<file path="src/hw/rtl/sem_pkg.sv">
package sem_pkg;

    // Default sizes of the line stores and of the frame height limit
    localparam int MAX_WIDTH_DEF  = 1024;
    localparam int MAX_HEIGHT_DEF = 4096;

    // Frame size after reset
    localparam int WIDTH_RST  = 640;
    localparam int HEIGHT_RST = 480;

    // Saturation level of the gradient magnitude
    localparam int EDGE_MAX = 255;

    // Configuration register fields
    localparam int CFG_WIDTH_W  = 11;
    localparam int CFG_HEIGHT_W = 13;
    localparam int APB_ADDR_W   = 3;
    localparam int APB_DATA_W   = 32;

    // Register indexes
    typedef enum logic [0:0] {
        REG_FRAME_WIDTH  = 1'b0,
        REG_FRAME_HEIGHT = 1'b1
    } sem_reg_idx_t;

    // Commands from the controller to the datapath
    typedef struct packed {
        logic       capture;
        logic       load_size;
        logic       load_total;
        logic       div_step;
        logic       div_done;
        logic       update;
        logic       sq_x;
        logic       sq_y;
        logic       root;
        logic       round;
        logic       emit;
        logic [1:0] ch;
        logic [2:0] bit_idx;
    } sem_cmd_t;

    // Status from the datapath to the controller
    typedef struct packed {
        logic has_result;
        logic out_free;
    } sem_sts_t;

endpackage

</file>
<file path="src/hw/rtl/sem_ctrl.sv">
module sem_ctrl #(
    parameter int DIV_STEPS = 23
) (
    input  logic              clk,
    input  logic              rst_n,
    input  logic              in_valid,
    input  logic              cfg_wr,
    input  sem_pkg::sem_sts_t sts,
    output sem_pkg::sem_cmd_t cmd,
    output logic              in_stall
);
    import sem_pkg::*;

    localparam int CW = $clog2(DIV_STEPS + 1);

    typedef enum logic [3:0] {
        S_IDLE,
        S_SIZE,
        S_TOTAL,
        S_DIV,
        S_DIV_DONE,
        S_UPDATE,
        S_SQ_X,
        S_SQ_Y,
        S_ROOT,
        S_ROUND,
        S_EMIT
    } state_t;

    state_t         state_reg, state_next;
    logic [CW-1:0]  cnt_reg, cnt_next;
    logic [1:0]     ch_reg, ch_next;
    logic [2:0]     bit_reg, bit_next;
    logic           cfg_pend_reg, cfg_pend_next;
    logic           cfg_go;
    logic           accept;

    // A write seen while busy waits until the sequencer is idle again
    assign cfg_go   = cfg_wr || cfg_pend_reg;
    assign in_stall = (state_reg != S_IDLE) || cfg_go;
    assign accept   = in_valid && (state_reg == S_IDLE) && !cfg_go;

    // Next state and counters
    always_comb
    begin
        state_next    = state_reg;
        cnt_next      = cnt_reg;
        ch_next       = ch_reg;
        bit_next      = bit_reg;
        cfg_pend_next = cfg_pend_reg;
        unique case (state_reg)
            S_IDLE:
            begin
                if (cfg_go)
                begin
                    state_next    = S_SIZE;
                    cfg_pend_next = 1'b0;
                end
                else if (in_valid)
                begin
                    state_next = S_UPDATE;
                end
            end
            S_SIZE:
            begin
                state_next = S_TOTAL;
            end
            S_TOTAL:
            begin
                state_next = S_DIV;
                cnt_next   = '0;
            end
            S_DIV:
            begin
                cnt_next = cnt_reg + CW'(1);
                if (cnt_reg == CW'(DIV_STEPS - 1))
                begin
                    state_next = S_DIV_DONE;
                end
            end
            S_DIV_DONE:
            begin
                state_next = S_IDLE;
            end
            S_UPDATE:
            begin
                ch_next    = 2'd0;
                state_next = sts.has_result ? S_SQ_X : S_IDLE;
            end
            S_SQ_X:
            begin
                state_next = S_SQ_Y;
            end
            S_SQ_Y:
            begin
                bit_next   = 3'd0;
                state_next = S_ROOT;
            end
            S_ROOT:
            begin
                bit_next = bit_reg + 3'd1;
                if (bit_reg == 3'd7)
                begin
                    state_next = S_ROUND;
                end
            end
            S_ROUND:
            begin
                if (ch_reg == 2'd2)
                begin
                    state_next = S_EMIT;
                end
                else
                begin
                    ch_next    = ch_reg + 2'd1;
                    state_next = S_SQ_X;
                end
            end
            S_EMIT:
            begin
                if (sts.out_free)
                begin
                    state_next = S_IDLE;
                end
            end
            default:
            begin
                state_next = S_IDLE;
            end
        endcase
        if (cfg_wr && (state_reg != S_IDLE))
        begin
            cfg_pend_next = 1'b1;
        end
    end

    // Hold state and counters
    always_ff @(posedge clk or negedge rst_n)
    begin
        if (!rst_n)
        begin
            state_reg    <= S_IDLE;
            cnt_reg      <= '0;
            ch_reg       <= '0;
            bit_reg      <= '0;
            cfg_pend_reg <= 1'b0;
        end
        else
        begin
            state_reg    <= state_next;
            cnt_reg      <= cnt_next;
            ch_reg       <= ch_next;
            bit_reg      <= bit_next;
            cfg_pend_reg <= cfg_pend_next;
        end
    end

    // Decode commands
    always_comb
    begin
        cmd            = '0;
        cmd.capture    = accept;
        cmd.load_size  = (state_reg == S_SIZE);
        cmd.load_total = (state_reg == S_TOTAL);
        cmd.div_step   = (state_reg == S_DIV);
        cmd.div_done   = (state_reg == S_DIV_DONE);
        cmd.update     = (state_reg == S_UPDATE);
        cmd.sq_x       = (state_reg == S_SQ_X);
        cmd.sq_y       = (state_reg == S_SQ_Y);
        cmd.root       = (state_reg == S_ROOT);
        cmd.round      = (state_reg == S_ROUND);
        cmd.emit       = (state_reg == S_EMIT) && sts.out_free;
        cmd.ch         = ch_reg;
        cmd.bit_idx    = bit_reg;
    end

    a_root_ends: assert property (@(posedge clk) disable iff (!rst_n)
        state_reg == S_ROOT && bit_reg == 3'd7 |=> state_reg == S_ROUND)
        else $error("root extraction did not end after eight steps");

    a_emit_waits: assert property (@(posedge clk) disable iff (!rst_n)
        state_reg == S_EMIT && !sts.out_free |=> state_reg == S_EMIT)
        else $error("result dropped while output register was full");

    a_no_result_idle: assert property (@(posedge clk) disable iff (!rst_n)
        state_reg == S_UPDATE && !sts.has_result |=> state_reg == S_IDLE)
        else $error("item without result went on to compute");

endmodule

</file>
<file path="config.mk">
export PLATFORM = sky130hd
export DESIGN_NAME = sem_ctrl
export DESIGN_NICKNAME = d
export VERILOG_FILES = /design/src/hw/rtl/sem_pkg.sv /design/src/hw/rtl/sem_ctrl.sv
export SDC_FILE = /design/constraint.sdc
export NUM_CORES = 1
export LEC_CHECK = 0
export ABC_AREA = 0
export CAP_MARGIN = 10
export CORE_ASPECT_RATIO = 1.2
export CORE_MARGIN = 5
export CORE_UTILIZATION = 35
export DETAILED_ROUTE_END_ITERATION = 7
export DONT_BUFFER_PORTS = 1
export PLACE_DENSITY = 0.6
export REMOVE_ABC_BUFFERS = 1
export SLEW_MARGIN = 20
export SYNTH_ARGS = -nofsm -noshare
export SYNTH_HDL_FRONTEND = slang
export SYNTH_SLANG_ARGS = --single-unit
</file>
<file path="constraint.sdc">
create_clock -name clk -period 1.8 [get_ports clk]
set_input_delay 0.18 -clock clk [delete_from_list [all_inputs] [get_ports clk]]
set_output_delay 0.18 -clock clk [all_outputs]
set_load 0.1 [all_outputs]
</file>
==> results of run 1 <==
layer usage:
metal	wire length, microns	up-vias	track usage [%]
li1	-	427	-
met1	992	438	16.0
met2	1430	23	27.7
met3	156	4	3.77
met4	31	0	5.51
met5	0	-	0
power groups by stage:
stage / Clock (uW) / Sequential, uW / Combinational [uW]
finish: 204 / 353 / 65.7
global route: 232 / 354 / 74.9
CTS: 209 / 353 / 65.1
detailed placement: 0 / 360 / 55.7
global placement: 0 / 359 / 54.4
floorplan: 0 / 358 / 46.9
through the flow:
stage,utilization [%],setup slack [ns]
3_5_place_dp,47.8,0.125
3_3_place_gp,47.8,0.181
2_1_floorplan,-,-1.28
5_1_grt,52.6,-0.0233
4_1_cts,50.9,0.00191
6_report,52.6,0.0419
area by class of cell:
class | instances | area, sq um
fillers | 244 | 1310
multi-input cells | 74 | 567
repair buffers | 31 | 394
flip-flops and latches | 15 | 380
well taps | 34 | 42.5
inverters | 10 | 40.0
clock buffers | 3 | 22.5
clock inverters | 1 | 5.00
cells in the final DEF (no fill, tap or decap), types with 2 or more instances in the layout:
cell,n
a21oi_1,4
o21ai_0,3
inv_1,9
buf_12,7
xor2_1,2
nand2_1,11
nand2_2,2
clkbuf_16,4
ha_1,5
dfrtp_2,4
buf_4,17
mux2i_1,2
dfrtp_1,11
nor2_1,4
clkbuf_4,3
nand3_1,3
o21ai_1,5
nor2_2,3
nor3_2,5
o22ai_1,2
timing repair:
action                                 in CTS  in global routing
endpoints found under the hold margin      15                  0
pin swaps                                   1                  1
setup endpoints to repair                  11                  9
resized for setup                           5                  6
hold buffers                                1                  0
buffers inserted                            6                  3
worst max-delay path by stage:
| stage | from | endpoint | slack, ns | cells after the start |
|---|---|---|---|---|
| 2_1_floorplan | state_reg[1]$_DFFE_PN0P_ | cmd[13] | -1.28 | 2 |
| 3_3_place_gp | state_reg[0]$_DFFE_PN0P_ | state_reg[3]$_DFFE_PN0P_ | 0.18 | 4 |
| 3_5_place_dp | state_reg[0]$_DFFE_PN0P_ | state_reg[3]$_DFFE_PN0P_ | 0.13 | 4 |
| 4_1_cts | state_reg[3]$_DFFE_PN0P_ | cmd[7] | 0.002 | 4 |
| 5_1_grt | state_reg[0]$_DFFE_PN0P_ | cmd[12] | -0.02 | 5 |
| 6_report | state_reg[1]$_DFFE_PN0P_ | cmd[7] | 0.04 | 4 |
cells in the mapped netlist, drive strengths merged (2+ instances only):
cell type and count:
xor2 2, and3 2, o22ai 2, inv 10, buf 6, mux2i 2, nand3 3, dfrtp 15
ha 5, nor2 7, a21oi 4, nand2b 2, o21ai 8, nand2 13, nor3 7, o221ai 2
cell families (layout without fill, tap and decap cells):
group / Yosys count / after routing / share of synthesized area, %
AND/OR/NAND/NOR: 41 / 41 / 25.0
flip-flops: 15 / 15 / 38.0
XOR/XNOR: 2 / 2 / 1.77
adder cells (fa/ha/maj): 5 / 5 / 6.34
multiplexers: 2 / 2 / 2.03
AO/OA/AOI/OAI: 24 / 24 / 17.5
buffers and inverters: 17 / 45 / 9.38
==> metrics.cfg, run 1 <==
[outcome]
status=complete, no violations

[worst_setup_path]
cpPeakStageDelay_ns=0.48
r2r_start=cnt_reg[0]$_DFFE_PN0P_
r2r_end=state_reg[3]$_DFFE_PN0P_
crit_family=flip-flops
cp.required_ns=1.62
crit_path_end_kind=primary output
crit_arrival_ns=1.58
cp_num_buf_inv=3
critPathMaxFanout=6
slowest_stage=dfrtp_2
startpoint_type=flop
rrSetupSlack_ns=0.22
reg2regPathDepth=6
path_cells=buf_6 -> or3_4 -> inv_4 -> buf_12
critPathKind=reg -> out

[min_path]
min_to=cfg_pend_reg$_DFFE_PN0P_
hp-start=cfg_wr
hold_path.class=in -> reg
min_path_cells=2

[cells_and_area]
layout.nets=146
drive_above_1_share_pct=44.0
largest_reg_flops=5
diodes=0
stdcell_count=168
syn2layout_area_growth_pct=47.0
stdcell_area_sq_um=1450

[global_routing]
grt_max_degree=16
antenna_found_initial=0
grt_pass1_vias=961
grt_pass1_wl_microns=4570
grt_util_all_layers_pct=14.9
grt_overflow_total=0

[routing]
dr_total_vias=892
avgViaCountPerCell=5.31
routed_wl_microns=2610
drc=0
first_pass_iters=4
drt.antenna.violating_nets=0
wire_per_inst_microns=15.5
first_iter_violations=17

[clock_network]
clk_latency_ns=0.29
cts_buffer_depth=2
cts_buffers=3
cts.sinks=15
clkTransAtPathRegs_ns=0.10
cts_tree=done
cts_max_level=1
cts_root_buf=clkbuf_4

[placement]
dpl.cell_count=154
place_area_sq_um=1320
portBuffers=0
place.gp.congestion=0.863
dp_hpwl_microns=1920

[floorplanning]
die_w_microns=58.5
start_util_pct=35.8
num_rows=21
design.die.area_sq_um=3990
fp.dieH_microns=68.2
ios=23
core-area_sq_um=2760

[yosys]
ys_async_sr_fraction_pct=100
yosysSeqAreaShare_pct=38.0
syn_area_sq_um=987
yosys.area.top_type=dfrtp_1
synth_edf_count=0
yosysTopAreaCellShare_pct=38.0
synth_seq_cells=15
synth.area.top_cells=dfrtp_1, ha_1, nand2_1
yosys.cell_types.count=40
synthCells=106
yosys_warnings=0
ys.flop_type=dfrtp_1
syn_avg_cell_area_sq_um=9.31

[power]
p_sw_share_pct=26.4
leakage_uw=0.000624
power_frac_clock_pct=32.7
ir_drop_v=0.000471
power.density_nw_per_um2=429
pwr-share-seq_pct=56.7
p_comb_share_pct=10.5
p_total_uw=623
p_sw_uw=165
internal_power_uw=458

[timing]
period_minus_slack_ns=1.76
fin_tns_setup_ns=0
finalHoldViolCount=0
rsz0062_at_grt=yes
slew_headroom_pct=53.0
skew_ns=0.00365
fmax_mhz=569
slew_viol_final=0
worst_hold_slack_ns=0.0742
tightestPinTransition_ns=0.703
min_period_over_period_pct=97.7
finalSetupViolations=0

[job]
cap_violations=0

Note: power is estimated with default switching activity, not from simulation.
==> inputs of run 2 (changes only) <==
Settings changed: ABC_AREA 0 to 1.
==> run 2 against run 1 <==
Compared with the run above: cell area down 19%; via count down 0.90%; final cell count up 10%; register-to-register slack better by 0.23 ns; critical endpoint is now cmd[13]; global-route usage down 2.0 points; sequential share of layout area up 6.0 points; first-iteration DRC count down 5.9%.
==> metrics.cfg, run 2 <==
[global_routing]
grt_overflow_total=0  ; unchanged
grt_max_degree=16  ; unchanged
grt_pass1_wl_microns=3840  ; was 4570 microns
grt_pass1_vias=839  ; was 961
antenna_found_initial=0  ; unchanged
grt_util_all_layers_pct=12.9  ; was 14.9%

[routing]
drc=0  ; unchanged
routed_wl_microns=2190  ; was 2610 microns
dr_total_vias=884  ; was 892
first_iter_violations=16  ; was 17
first_pass_iters=4  ; unchanged
avgViaCountPerCell=4.78  ; was 5.31
wire_per_inst_microns=11.8  ; was 15.5 microns
drt.antenna.violating_nets=0  ; unchanged

[min_path]
hold_path.class=in -> reg  ; unchanged
min_to=cfg_pend_reg$_DFFE_PN0P_  ; unchanged
min_path_cells=2  ; unchanged
hp-start=cfg_wr  ; unchanged

[cells_and_area]
multi_input_area_sq_um=483  ; was 567 sq um
final_common_cell=nand2_1  ; was buf_4
stdcell_area_sq_um=1180  ; was 1450 sq um
layout.nets=164  ; was 146
drive_above_1_share_pct=28.3  ; was 44.0%
diodes=0  ; unchanged
seqCellArea_sq_um=379  ; was 380 sq um
largest_reg_flops=5  ; unchanged
stdcell_count=185  ; was 168
n_fill_cell=265  ; was 244
syn2layout_area_growth_pct=26.1  ; was 47.0%
most-common-layout-cells=nand2_1, inv_1, buf_4, nor2_1, dfrtp_1  ; was buf_4, nand2_1, dfrtp_1, inv_1, buf_12

[clock_network]
clk_latency_ns=0.28  ; was 0.29 ns
cts_tree=done  ; unchanged
cts.sinks=15  ; unchanged
cts_buffer_depth=2  ; unchanged
clkTransAtPathRegs_ns=0.09  ; was 0.10 ns
cts_buffers=3  ; unchanged
cts_root_buf=clkbuf_4  ; unchanged
cts_max_level=1  ; unchanged

[worst_setup_path]
r2r_start=cnt_reg[0]$_DFFE_PN0P_  ; unchanged
crit_path_end_kind=primary output  ; unchanged
crit_family=flip-flops  ; unchanged
cp.required_ns=1.62  ; about the same
crit_arrival_ns=1.50  ; was 1.58 ns
rrSetupSlack_ns=0.45  ; was 0.22 ns
slowest_stage=dfrtp_2  ; unchanged
cp_num_buf_inv=2  ; was 3
cpMostUsedCell=nor2_2
path_cells=nor2_2 -> inv_1 -> nor2_2 -> buf_4  ; was buf_6 -> or3_4 -> inv_4 -> buf_12
critPathMaxFanout=5  ; was 6
reg2regPathDepth=10  ; was 6
cpPeakStageDelay_ns=0.45  ; was 0.48 ns
r2r_end=state_reg[3]$_DFFE_PN0P_  ; unchanged
critPathKind=reg -> out  ; unchanged
startpoint_type=flop  ; unchanged

[power]
power_frac_clock_pct=33.2  ; was 32.7%
ir_drop_v=0.000339  ; was 0.000471 V
p_sw_share_pct=24.0  ; was 26.4%
power.density_nw_per_um2=494  ; was 429 nW/um^2
pwr-share-seq_pct=59.3  ; was 56.7%
p_comb_share_pct=7.4  ; was 10.5%
p_sw_uw=139  ; was 165 uW
internal_power_uw=442  ; was 458 uW
leakage_uw=0.000665  ; was 0.000624 uW

[timing]
tightestPinTransition_ns=0.712  ; was 0.703 ns
fin_tns_setup_ns=0  ; unchanged
slew_viol_final=0  ; unchanged
finalHoldViolCount=0  ; unchanged
skew_ns=0.00614  ; was 0.00365 ns
rsz0062_at_grt=no  ; was yes
slew_headroom_pct=52.3  ; was 53.0%
period_minus_slack_ns=1.68  ; was 1.76 ns
fmax_mhz=596  ; was 569 MHz
min_period_over_period_pct=93.2  ; was 97.7%
worst_hold_slack_ns=0.0606  ; was 0.0742 ns
finalSetupViolations=0  ; unchanged

[floorplanning]
core-area_sq_um=2550  ; was 2760 sq um
start_util_pct=36.6  ; was 35.8%
fp.dieH_microns=66.6  ; was 68.2 microns
design.die.area_sq_um=3800  ; was 3990 sq um
num_rows=20  ; was 21
die_w_microns=57.1  ; was 58.5 microns
ios=23  ; unchanged

[job]
cap_violations=0  ; unchanged

[placement]
dp_hpwl_microns=1730  ; was 1920 microns
portBuffers=0  ; unchanged
place.gp.congestion=0.765  ; was 0.863
dpl.cell_count=179  ; was 154
place_area_sq_um=1120  ; was 1320 sq um

[yosys]
synthCells=130  ; was 106
yosys.area.top_type=dfrtp_1  ; unchanged
ys_async_sr_fraction_pct=100  ; unchanged
yosysSeqAreaShare_pct=40.2  ; was 38.0%
syn_avg_cell_area_sq_um=7.18  ; was 9.31 sq um
synth_seq_cells=15  ; unchanged
synth_edf_count=0  ; unchanged
yosys_warnings=0  ; unchanged
yosysTopAreaCellShare_pct=40.2  ; was 38.0%
syn_area_sq_um=933  ; was 987 sq um
yosys-top-cells-count=nand2_1, inv_1, nor2_1  ; was dfrtp_1, nand2_1, inv_1
yosys.cell_types.count=19  ; was 40
ys.flop_type=dfrtp_1  ; unchanged
synth.area.top_cells=dfrtp_1, nand2_1, inv_1  ; was dfrtp_1, ha_1, nand2_1
yosysMostFrequentCell=nand2_1  ; was dfrtp_1

[outcome]
status=complete, no violations  ; unchanged

-- run 2: cell count changes in the layout (fill, tap and decap cells not counted), moves of 4 or more --
cell and delta:
nand2_1 +22, inv_1 +11, nor2_1 +9, nor2_2 +7, buf_12 -6, o21ai_0 +6
nor3_2 -5, o21ai_1 -5, a21oi_1 -4, clkbuf_16 -4, inv_2 +4
-- run 2: timing repair --
action / in CTS / in global routing
buffers inserted: 0 / 1
endpoints found under the hold margin: 15 / 0
hold buffers: 1 / 0
gates resized for setup: 0 / 5
setup endpoints to repair: 0 / 4
-- run 2: kinds of logic after synthesis --
group | synth area share [%]
AND/OR/NAND/NOR | 31.9
buffers and inverters | 10.5
AO/OA/AOI/OAI | 9.79
flip-flops | 40.2
adder cells (fa/ha/maj) | 6.70
XOR/XNOR | 0.939
-- run 2: worst max-delay path by stage --
stage / from / end / slack, ns / depth (start not counted)
4_1_cts: state_reg[2]$_DFFE_PN0P_ / cmd[15] / 0.08 / 6
6_report: state_reg[0]$_DFFE_PN0P_ / cmd[13] / 0.12 / 4
2_1_floorplan: state_reg[1]$_DFFE_PN0P_ / cmd[15] / -1.16 / 5
5_1_grt: state_reg[0]$_DFFE_PN0P_ / cmd[15] / 0.007 / 6
3_5_place_dp: state_reg[2]$_DFFE_PN0P_ / cmd[15] / 0.42 / 6
3_3_place_gp: state_reg[3]$_DFFE_PN0P_ / cmd[15] / 0.43 / 6
-- run 2: power by group through the flow --
| stage | sequential, uW | combinational, uW | clock (uW) |
|---|---|---|---|
| 6_report | 345 | 43.2 | 193 |
| 5_1_grt | 345 | 50.6 | 227 |
| 4_1_cts | 345 | 43.5 | 204 |
| 3_5_place_dp | 351 | 34.6 | 0 |
| 3_3_place_gp | 351 | 32.9 | 0 |
| 2_1_floorplan | 351 | 28.0 | 0 |
-- run 2: final cells by class --
class	count	area share, %
multi-input combinational	90	41.0
sequential	15	32.2
timing repair buffer	19	13.4
inverter	24	7.65
tap	33	3.51
clock buffer	4	2.23
-- run 2: metrics by stage --
step                      util [%]  total power (uW)  setup slack [ns]
after floorplan                  -               379             -1.16
after global placement        44.0               384             0.431
after detailed placement      44.0               386             0.415
after CTS                     45.4               592            0.0783
after global routing          46.1               623           0.00651
final                         46.1               581             0.122
-- run 2: worst reg2reg max path: cells and delay by family (launching register included) --
kind	cells	cell delay (ns)
flops	1	0.40
simple gates	7	0.59
fa+ha+maj	1	0.15
buf+inv	2	0.14
-- run 2: routing by layer --
layer	part of all wire [%]	up-vias	track usage (%)
met3	5.8	2	5.04
met2	50	24	21.7
li1	-	448	-
met1	44	410	15.4
met4	0.37	0	2.61
met5	0	-	0
